[src/design/u8sd_pkg.sv]
package u8sd_pkg;

    localparam int CP_W    = 21;
    localparam int LEN_W   = 3;
    localparam int ST_W    = 2;
    localparam int TOTAL_W = 16;
    localparam int PAY_W   = 7;
    localparam int CLS_W   = 3;
    localparam int QDEPTH  = 4;

    // byte classes
    localparam logic [CLS_W-1:0] CLS_ASCII = 3'd0;
    localparam logic [CLS_W-1:0] CLS_LEAD2 = 3'd1;
    localparam logic [CLS_W-1:0] CLS_LEAD3 = 3'd2;
    localparam logic [CLS_W-1:0] CLS_LEAD4 = 3'd3;
    localparam logic [CLS_W-1:0] CLS_CONT  = 3'd4;
    localparam logic [CLS_W-1:0] CLS_BAD   = 3'd5;

    // result status
    localparam logic [ST_W-1:0] ST_OK       = 2'd0;
    localparam logic [ST_W-1:0] ST_BAD_LEAD = 2'd1;
    localparam logic [ST_W-1:0] ST_BAD_CONT = 2'd2;
    localparam logic [ST_W-1:0] ST_TRUNC    = 2'd3;

    typedef struct packed {
        logic [CLS_W-1:0] cls;
        logic [PAY_W-1:0] payload;
        logic             last;
    } entry_t;

    typedef struct packed {
        logic [CP_W-1:0]    codepoint;
        logic [LEN_W-1:0]   seq_len;
        logic [ST_W-1:0]    status;
        logic [TOTAL_W-1:0] char_total;
        logic               done;
    } result_t;

endpackage

[src/design/u8sd_front.sv]
module u8sd_front (
    input  logic [7:0]       byte_in,
    input  logic             last_in,
    output u8sd_pkg::entry_t entry
);

    always_comb begin
        entry.last    = last_in;
        entry.payload = byte_in[6:0];
        entry.cls     = u8sd_pkg::CLS_BAD;
        if (byte_in[7] == 1'b0) begin
            entry.cls = u8sd_pkg::CLS_ASCII;
        end else if (byte_in[7:6] == 2'b10) begin
            entry.cls     = u8sd_pkg::CLS_CONT;
            entry.payload = {1'b0, byte_in[5:0]};
        end else if (byte_in[7:5] == 3'b110) begin
            entry.cls     = u8sd_pkg::CLS_LEAD2;
            entry.payload = {2'b00, byte_in[4:0]};
        end else if (byte_in[7:4] == 4'b1110) begin
            entry.cls     = u8sd_pkg::CLS_LEAD3;
            entry.payload = {3'b000, byte_in[3:0]};
        end else if (byte_in[7:3] == 5'b11110) begin
            entry.cls     = u8sd_pkg::CLS_LEAD4;
            entry.payload = {4'b0000, byte_in[2:0]};
        end
    end

endmodule

[src/design/u8sd_queue.sv]
module u8sd_queue (
    input  logic             aclk,
    input  logic             aresetn,
    input  logic             push,
    input  u8sd_pkg::entry_t push_data,
    output logic             full,
    input  logic             pop,
    output logic             not_empty,
    output u8sd_pkg::entry_t pop_data
);

    localparam int DEPTH = u8sd_pkg::QDEPTH;
    localparam int AW    = $clog2(DEPTH);
    localparam int CW    = $clog2(DEPTH + 1);

    u8sd_pkg::entry_t slot_reg [DEPTH];
    logic [AW-1:0] wr_ptr_reg, wr_ptr_next;
    logic [AW-1:0] rd_ptr_reg, rd_ptr_next;
    logic [CW-1:0] cnt_reg, cnt_next;
    logic          do_push, do_pop;

    assign full      = (cnt_reg == CW'(DEPTH));
    assign not_empty = (cnt_reg != '0);
    assign do_push   = push && !full;
    assign do_pop    = pop && not_empty;
    assign pop_data  = slot_reg[rd_ptr_reg];

    always_comb begin
        wr_ptr_next = do_push ? wr_ptr_reg + 1'b1 : wr_ptr_reg;
        rd_ptr_next = do_pop ? rd_ptr_reg + 1'b1 : rd_ptr_reg;
        cnt_next    = cnt_reg;
        if (do_push && !do_pop) begin
            cnt_next = cnt_reg + 1'b1;
        end else if (do_pop && !do_push) begin
            cnt_next = cnt_reg - 1'b1;
        end
    end

    always_ff @(posedge aclk) begin
        if (!aresetn) begin
            wr_ptr_reg <= '0;
            rd_ptr_reg <= '0;
            cnt_reg    <= '0;
        end else begin
            wr_ptr_reg <= wr_ptr_next;
            rd_ptr_reg <= rd_ptr_next;
            cnt_reg    <= cnt_next;
        end
    end

    always_ff @(posedge aclk) begin
        if (do_push) begin
            slot_reg[wr_ptr_reg] <= push_data;
        end
    end

    a_cnt_bound: assert property (@(posedge aclk) disable iff (!aresetn)
        cnt_reg <= CW'(DEPTH))
        else $error("queue count out of range");

    a_ptr_gap: assert property (@(posedge aclk) disable iff (!aresetn)
        (cnt_reg != CW'(DEPTH) && cnt_reg != '0) |-> wr_ptr_reg != rd_ptr_reg)
        else $error("queue pointers out of step with count");

endmodule

[src/design/u8sd_back.sv]
module u8sd_back #(
    parameter int COUNT_WIDTH = 16
) (
    input  logic              aclk,
    input  logic              aresetn,
    input  logic              in_valid,
    input  u8sd_pkg::entry_t  in_entry,
    output logic              in_pop,
    output logic              out_valid,
    input  logic              out_ready,
    output u8sd_pkg::result_t out_result
);

    localparam int CPW = u8sd_pkg::CP_W;
    localparam int TW  = u8sd_pkg::TOTAL_W;
    localparam int LW  = u8sd_pkg::LEN_W;

    logic [1:0]             pending_reg, pending_next;
    logic [CPW-1:0]         partial_reg, partial_next;
    logic [LW-1:0]          seq_reg, seq_next;
    logic [COUNT_WIDTH-1:0] cnt_reg, cnt_next;
    logic [COUNT_WIDTH-1:0] cnt_inc;
    logic [CPW-1:0]         shifted;
    logic                   valid_reg, valid_next;
    u8sd_pkg::result_t      res_reg, res_next;
    logic                   adv, emit;

    assign adv       = in_valid && (!valid_reg || out_ready);
    assign in_pop    = adv;
    assign cnt_inc   = (cnt_reg != '1) ? cnt_reg + 1'b1 : cnt_reg;
    assign shifted   = {partial_reg[CPW-7:0], in_entry.payload[5:0]};
    assign out_valid = valid_reg;
    assign out_result = res_reg;

    always_comb begin
        pending_next = pending_reg;
        partial_next = partial_reg;
        seq_next     = seq_reg;
        cnt_next     = cnt_reg;
        emit         = 1'b0;
        res_next     = res_reg;
        res_next.done = in_entry.last;
        if (adv) begin
            if (pending_reg == 2'd0) begin
                case (in_entry.cls)
                    u8sd_pkg::CLS_ASCII: begin
                        emit     = 1'b1;
                        cnt_next = cnt_inc;
                        res_next.codepoint = CPW'(in_entry.payload);
                        res_next.seq_len   = LW'(1);
                        res_next.status    = u8sd_pkg::ST_OK;
                        res_next.char_total = TW'(cnt_inc);
                    end
                    u8sd_pkg::CLS_LEAD2: begin
                        partial_next = CPW'(in_entry.payload);
                        pending_next = 2'd1;
                        seq_next     = LW'(2);
                    end
                    u8sd_pkg::CLS_LEAD3: begin
                        partial_next = CPW'(in_entry.payload);
                        pending_next = 2'd2;
                        seq_next     = LW'(3);
                    end
                    u8sd_pkg::CLS_LEAD4: begin
                        partial_next = CPW'(in_entry.payload);
                        pending_next = 2'd3;
                        seq_next     = LW'(4);
                    end
                    default: begin
                        emit = 1'b1;
                        res_next.codepoint  = '0;
                        res_next.seq_len    = '0;
                        res_next.status     = u8sd_pkg::ST_BAD_LEAD;
                        res_next.char_total = TW'(cnt_reg);
                    end
                endcase
            end else if (in_entry.cls == u8sd_pkg::CLS_CONT) begin
                pending_next = pending_reg - 2'd1;
                partial_next = shifted;
                if (pending_reg == 2'd1) begin
                    emit         = 1'b1;
                    cnt_next     = cnt_inc;
                    res_next.codepoint  = shifted;
                    res_next.seq_len    = seq_reg;
                    res_next.status     = u8sd_pkg::ST_OK;
                    res_next.char_total = TW'(cnt_inc);
                    partial_next = '0;
                    seq_next     = '0;
                end
            end else begin
                emit         = 1'b1;
                pending_next = 2'd0;
                partial_next = '0;
                seq_next     = '0;
                res_next.codepoint  = '0;
                res_next.seq_len    = '0;
                res_next.status     = u8sd_pkg::ST_BAD_CONT;
                res_next.char_total = TW'(cnt_reg);
            end
            if (in_entry.last) begin
                if (!emit) begin
                    emit = 1'b1;
                    res_next.codepoint  = '0;
                    res_next.seq_len    = '0;
                    res_next.status     = u8sd_pkg::ST_TRUNC;
                    res_next.char_total = TW'(cnt_reg);
                end
                pending_next = 2'd0;
                partial_next = '0;
                seq_next     = '0;
                cnt_next     = '0;
            end
        end
        if (adv && emit) begin
            valid_next = 1'b1;
        end else if (out_ready) begin
            valid_next = 1'b0;
        end else begin
            valid_next = valid_reg;
        end
    end

    always_ff @(posedge aclk) begin
        if (!aresetn) begin
            pending_reg <= '0;
            partial_reg <= '0;
            seq_reg     <= '0;
            cnt_reg     <= '0;
            valid_reg   <= 1'b0;
        end else begin
            pending_reg <= pending_next;
            partial_reg <= partial_next;
            seq_reg     <= seq_next;
            cnt_reg     <= cnt_next;
            valid_reg   <= valid_next;
        end
    end

    always_ff @(posedge aclk) begin
        if (adv && emit) begin
            res_reg <= res_next;
        end
    end

    a_seq_track: assert property (@(posedge aclk) disable iff (!aresetn)
        pending_reg != 2'd0 |-> seq_reg > LW'(pending_reg))
        else $error("sequence length out of step with pending count");

    a_idle_clear: assert property (@(posedge aclk) disable iff (!aresetn)
        pending_reg == 2'd0 |-> (partial_reg == '0 && seq_reg == '0))
        else $error("stale partial code with no sequence open");

    a_err_zero: assert property (@(posedge aclk) disable iff (!aresetn)
        (valid_reg && res_reg.status != u8sd_pkg::ST_OK)
            |-> (res_reg.codepoint == '0 && res_reg.seq_len == '0))
        else $error("error beat carries a code point");

    a_last_clears: assert property (@(posedge aclk) disable iff (!aresetn)
        (adv && in_entry.last) |=> (pending_reg == 2'd0 && cnt_reg == '0))
        else $error("state not cleared after last byte");

endmodule

[src/design/utf8_stream_decoder_core.sv]
// UTF-8 stream decoder.
// Slave side: one byte per beat on s_tdata, s_tlast set on the final byte
// of a string. Master side: one beat per finished character, per bad byte,
// and always one for a byte that carries s_tlast (string truncated if a
// sequence was open). Lead bytes and inner continuation bytes give no beat.
// m_tuser carries the status: 0 ok, 1 bad lead, 2 bad continuation,
// 3 truncated. m_tlast marks the beat of the final byte of a string.
// Throughput is one byte per cycle unless low m_tready holds a beat: the
// classifier feeds a four-entry queue and the decode stage takes one queue
// entry per cycle into the output register, which holds the result beat.
// When m_tready is low the output register holds its beat, the decode stage
// stops, the queue fills and s_tready drops once four bytes are waiting.
// Reset clears the queue, the sequence state, the character count and the
// output valid. The character count saturates at 2^COUNT_WIDTH-1 and its
// low 16 bits are shown; it is cleared after each last byte.
module utf8_stream_decoder_core #(
    parameter int COUNT_WIDTH = 16
) (
    input  logic        aclk,
    input  logic        aresetn,
    input  logic        s_tvalid,
    output logic        s_tready,
    input  logic [7:0]  s_tdata,   // [7:0] byte_in
    input  logic        s_tlast,
    output logic        m_tvalid,
    input  logic        m_tready,
    output logic [39:0] m_tdata,   // [20:0] codepoint, [23:21] seq_len, [39:24] char_total
    output logic [1:0]  m_tuser,   // [1:0] status
    output logic        m_tlast
);

    u8sd_pkg::entry_t  front_entry;
    u8sd_pkg::entry_t  q_entry;
    u8sd_pkg::result_t result;
    logic              q_full;
    logic              q_valid;
    logic              q_pop;

    u8sd_front u_front (
        .byte_in (s_tdata),
        .last_in (s_tlast),
        .entry   (front_entry)
    );

    u8sd_queue u_queue (
        .aclk      (aclk),
        .aresetn   (aresetn),
        .push      (s_tvalid),
        .push_data (front_entry),
        .full      (q_full),
        .pop       (q_pop),
        .not_empty (q_valid),
        .pop_data  (q_entry)
    );

    u8sd_back #(
        .COUNT_WIDTH (COUNT_WIDTH)
    ) u_back (
        .aclk       (aclk),
        .aresetn    (aresetn),
        .in_valid   (q_valid),
        .in_entry   (q_entry),
        .in_pop     (q_pop),
        .out_valid  (m_tvalid),
        .out_ready  (m_tready),
        .out_result (result)
    );

    assign s_tready = !q_full;
    assign m_tdata  = {result.char_total, result.seq_len, result.codepoint};
    assign m_tuser  = result.status;
    assign m_tlast  = result.done;

endmodule
[config.mk]
export PLATFORM = sky130hd
export DESIGN_NAME = utf8_stream_decoder_core
export DESIGN_NICKNAME = d
export VERILOG_FILES = /design/src/design/u8sd_pkg.sv /design/src/design/u8sd_front.sv /design/src/design/u8sd_queue.sv /design/src/design/u8sd_back.sv /design/src/design/utf8_stream_decoder_core.sv
export SDC_FILE = /design/constraint.sdc
export NUM_CORES = 1
export LEC_CHECK = 0
export BUFFER_PORTS_ARGS = -buffer_cell sky130_fd_sc_hd__buf_2
export CAP_MARGIN = 20
export CELL_PAD_IN_SITES_DETAIL_PLACEMENT = 0
export CELL_PAD_IN_SITES_GLOBAL_PLACEMENT = 2
export CORE_UTILIZATION = 35
export CTS_BUF_LIST = sky130_fd_sc_hd__clkbuf_8
export DETAILED_ROUTE_END_ITERATION = 12
export GPL_TIMING_DRIVEN = 0
export PLACE_DENSITY_LB_ADDON = 0.3
export SLEW_MARGIN = 20
export SYNTH_ARGS = -nofsm -noshare
export SYNTH_HDL_FRONTEND = slang
export SYNTH_SLANG_ARGS = --single-unit
[constraint.sdc]
create_clock -name aclk -period 5.35 [get_ports aclk]
set_clock_uncertainty 0.1 [all_clocks]
set_input_delay 0.535 -clock aclk [delete_from_list [all_inputs] [get_ports aclk]]
set_output_delay 0.535 -clock aclk [all_outputs]
set_load 0.1 [all_outputs]
# Yosys cells after proc, flatten, opt, wreduce, memory -nomap -nowiden
# Memories as Yosys holds them, arrays and structs flattened. A register that Yosys moved wholly into a read port is not among the register bits.
# Index checks and enable logic that the tools add are counted.
# Widths: inputs -> output; s select.
# totals
n_memories,1
reg_bits,87
elab_cells,106
mem_bits_rw,44
input_bits,13
# op_classes
reduce_logical,24
n_addsub,6
eq_ne,15
muxes,47
# memory_table
memory,depth,word_bits,read_ports,rd_clocked_by_memory_dff,write_ports,line_no,source
u_queue.slot_reg,4,11,1,1,1,u8sd_queue.sv:16,u8sd_pkg::entry_t slot_reg [DEPTH];
# op_table
cell,n
$mux 42,5
$mux 16,6
$pmux 42 s2,1
$mux 15,5
$mux 10,4
$mux 3,7
$add 16x1->16 const B,1
$ne 16x16->1 const B,1
$mux 1,11
$mux 2,5
$eq 3x3->1 const B,3
$pmux 3 s3,1
$reduce_bool 3->1,3
$mux 7,1
$eq 3x2->1 const B,2
$logic_and 1x1->1,6
$ne 3x2->1 const B,2
$pmux 2 s3,1
$reduce_and 2->1,3
$eq 5x5->1 const B,1
$ne 5x4->1 const B,1
$add 2x1->2 const B,2
$eq 4x4->1 const B,1
$logic_not 1->1,4
other kinds (14),15

# Logic depth before layout (Yosys ltp)
# depth
word_depth,9
depth_mapped,10

# Hierarchy
# From an unflattened synthesis, not the netlist that was laid out.
# unflattened
cells_unflattened,701
area_unflattened_um2,7200.7
# modules_own_cells
mod,cells_each,seq_area_each_um2,n_inst,area_each_um2
u8sd_back,579,2031.9,1,5028.6
u8sd_queue,105,1501.4,1,2072.0
u8sd_front,16,0.0,1,96.3
utf8_stream_decoder_core,1,0.0,1,3.8

# Least setup slack after synthesis
# OpenSTA, ideal clock, no wires.
# synth_timing
path_type,flip-flop to flip-flop
startpoint,reg (tool-made name)
endpoint,reg u_back.res_reg (netlist bit u_back.out_result[0]) (enable)
path_stages_with_launch,7
setup_ns,0.459
setup_slack_ns,0.923
arrival_time_ns,3.868
path_cell_list,dfxtp_1 buf_6 mux4_2 nor3b_4 a22o_1 buf_6 a21oi_1
# synth_lines
item,line_no,source
to (signal assigned),u8sd_back.sv:141,res_reg <= res_next;
to (decl),u8sd_back.sv:25,"u8sd_pkg::result_t res_reg, res_next;"

# Final worst setup path
# layout_timing
startpoint,reg u_queue.cnt_reg[0]
endpoint,reg u_queue.cnt_reg[2]
# layout_via
elab_chain_len,6
# layout_rtl
item,line_no,source
from (decl),u8sd_queue.sv:19,"logic [CW-1:0] cnt_reg, cnt_next;"
from (signal assigned),u8sd_queue.sv:47,cnt_reg <= cnt_next;
branches (longest 6 deep; another with $sub 3x1->3),n/a,
# Several ways; the timed one is not identified. The select of a mux whose other input is x is not followed.
# A chain may end at the register's enable or synchronous reset.

==> impl_metrics.tcl <==
set metrics [dict create \
    ys_seq_elements 133 \
    slew_headroom_pct 35.9 \
    fin_area_um2 7590 \
    critPathLaunchType "flop" \
    critPathArrivalTime_ns 3.63 \
    synth_edf_count 87 \
    synth_adder_area_share_pct 1.84 \
    max-cap-violations 0 \
    grt_start_max_net_pins 23 \
    critPathRequiredTime_ns 5.63 \
    synth-main-ff-cell "edfxtp_1" \
    dp_hpwl_um 12400 \
    hold_viol 0 \
    cts-hold-fix-buffers 0 \
    synth_area_leaders "edfxtp_1, dfxtp_1, a21oi_1" \
    first_global_vias 4885 \
    place_area_um2 7180 \
    synth_top_area_share_pct 39.9 \
    final_cell_mix "edfxtp_1, buf_2, nand2_1" \
    dpl_worst_slack_ns 1.73 \
    cp-end-kind "flop" \
    hold_path_class "in -> reg" \
    finalCritPeriodShare_pct 62.7 \
    post_cts_resized 0 \
    antenna_cells 0 \
    yosysSeqAreaShare_pct 54.0 \
    setup_violations 0 \
    antenna_found_initial 0 \
    ant_nets 0 \
    rsz0062_at_grt "false" \
    slowest_stage "buf_1" \
    initial_core_util_pct 36.1 \
    clk_path_buf_depth 2 \
    tightest_slew_ns 0.961 \
    status "finished with violations" \
    setup_slack_ns 2.00 \
    final_layout_size_suffix_gt1_share_pct 20.8 \
    wire_per_inst_um 19.5 \
    grt_usage_pct 19.3 \
    finalWorstPathRequiredPeriod_ns 3.35 \
    synth_nets 617 \
    cts_made_buffers 17 \
    slowest_delay_ns 0.75 \
    portBuffers 57 \
    violations "DRC" \
    largest_register_ffs 44 \
    cts_tree "built" \
    final_common_cell "edfxtp_1" \
    crit_type "reg -> reg" \
    cpMostUsedCell "inv_1" \
    via_count 4987 \
    syn-mean-instance-area_um2 11.0 \
    pin_count 58 \
    via_per_inst 5.45 \
    synth_cell_types 77 \
    yosysTopAreaCell "edfxtp_1" \
    drt_iter0_drc 358 \
    synth_xor_area_share_pct 0.937 \
    fmax_mhz 298 \
    route.detailed.drc 4 \
    root_buffer "clkbuf_8" \
    syn_inst 595 \
    cts.clk_slew.worst_paths_ns 0.10 \
    yosys_warnings 0 \
    syn_to_final_growth_pct 16.1 \
    n_fill_cell 1727 \
    numClockSinks 133 \
    die_h_um 139 \
    tns_ns 0 \
    clk_latency_ns 0.46 \
    grt_pass1_wl_um 28200 \
    core_um2 18100 \
    worstPathCellList "nor3_1, nor2_1, inv_1, buf_1, ha_1, inv_1, fa_1, xor2_1, or3_1, a21boi_0" \
    cts-htree-levels 4 \
    synth_top_family_by_area "compound AO/OA/AOI/OAI gates" \
    drv_slew 0 \
    die_area_um2 19200 \
    die-width_um 139 \
    rows 49 \
    grt-ovfl-total 0 \
    async_reset_ff_share_pct 0 \
    dr.pass1.iters 9 \
    synth-compound-area-share_pct 17.6 \
    synth-simple-area-share_pct 15.8 \
    gp_congestion 0.814 \
    synthMuxAreaShare_pct 5.57 \
    cp_max_fo 10 \
    cts_setup_buffers 0 \
    syn_area_um2 6540 \
    finalWirelength_um 17900 \
    nets 695 \
]
-- per-layer routing --
layer | vias up | track usage [%] | share of wire [%]
met1 | 2457 | 26.0 | 48
met3 | 24 | 3.42 | 3.7
met4 | 0 | 6.61 | 1.9
met5 | - | 0 | 0
met2 | 108 | 31.2 | 47
li1 | 2398 | - | -
-- kinds of logic (layout without fill, tap and decap cells) --
kind of cell	after synthesis	after routing
AOI/OAI and AO/OA	169	169
xor gates and xnor gates	7	7
adders and majority gates	9	9
buffers and inverters	56	147
DFF	133	133
muxes	22	22
and+or+nand+nor	199	199
-- worst paths after layout --
kind,start,to,slack [ns],depth (start not counted)
setup / recovery,u_queue.cnt_reg[0],u_queue.cnt_reg[2],2.00,10
hold / removal,s_tdata[2],u_queue.slot_reg[1][3],0.18,1
hold reg to reg,u_back.partial_reg[14],u_back.partial_reg[14],0.37,2
setup reg to reg,u_queue.cnt_reg[0],u_queue.cnt_reg[2],2.00,10
-- metrics by stage --
stage | instances | util, % | hold slack (ns)
6_report | 915 | 41.9 | 0.184
5_1_grt | 915 | 41.9 | 0.159
4_1_cts | 915 | 41.9 | 0.161
3_5_place_dp | 883 | 39.6 | 0.366
3_3_place_gp | 881 | 39.2 | 0.361
2_1_floorplan | 595 | - | 0.326
-- critical path, delay by kind of cell (launching register included) --
family	cells	cell delay, ns
AO/OA/AOI/OAI	1	0.16
flip-flops	1	0.36
adder cells (fa/ha/maj)	2	0.75
buffers and inverters	3	1.06
XOR/XNOR	1	0.16
AND/OR/NAND/NOR	3	0.68
-- cell type report --
| cell class | count | area, um2 | area share (%) |
|---|---|---|---|
| Buffer | 43 | 235 | 3.10 |
| Clock buffer | 17 | 234 | 3.08 |
| Clock inverter | 15 | 180 | 2.37 |
| Inverter | 13 | 48.8 | 0.643 |
| Multi-Input combinational cell | 406 | 2740 | 36.0 |
| Sequential cell | 133 | 3530 | 46.5 |
| Tap cell | 229 | 287 | 3.77 |
| Timing Repair Buffer | 59 | 340 | 4.48 |
-- synthesized netlist by cell type (3+ instances only) --
master,instances
a22o_1,11
mux2i_1,9
mux4_1,4
o211ai_1,4
nand4_1,6
ha_1,8
a22oi_1,27
o22ai_1,4
o21ai_1,7
and3_1,10
nor4_1,5
nor3_1,7
and2_1,9
nor2_1,50
a21boi_0,13
nand2_1,52
o2bb2ai_1,3
o21a_1,4
inv_1,13
nor2b_1,10
dfxtp_1,46
mux4_2,6
xnor2_1,6
o21ai_0,26
nand3_1,24
a21oi_1,43
nand2b_1,3
edfxtp_1,87
buf_1,3
clkbuf_1,13
mux2_2,3
buf_2,18
buf_6,6
Power is not shown: default switching activity piles up to over one toggle a cycle in this logic, so the estimate is an artifact.
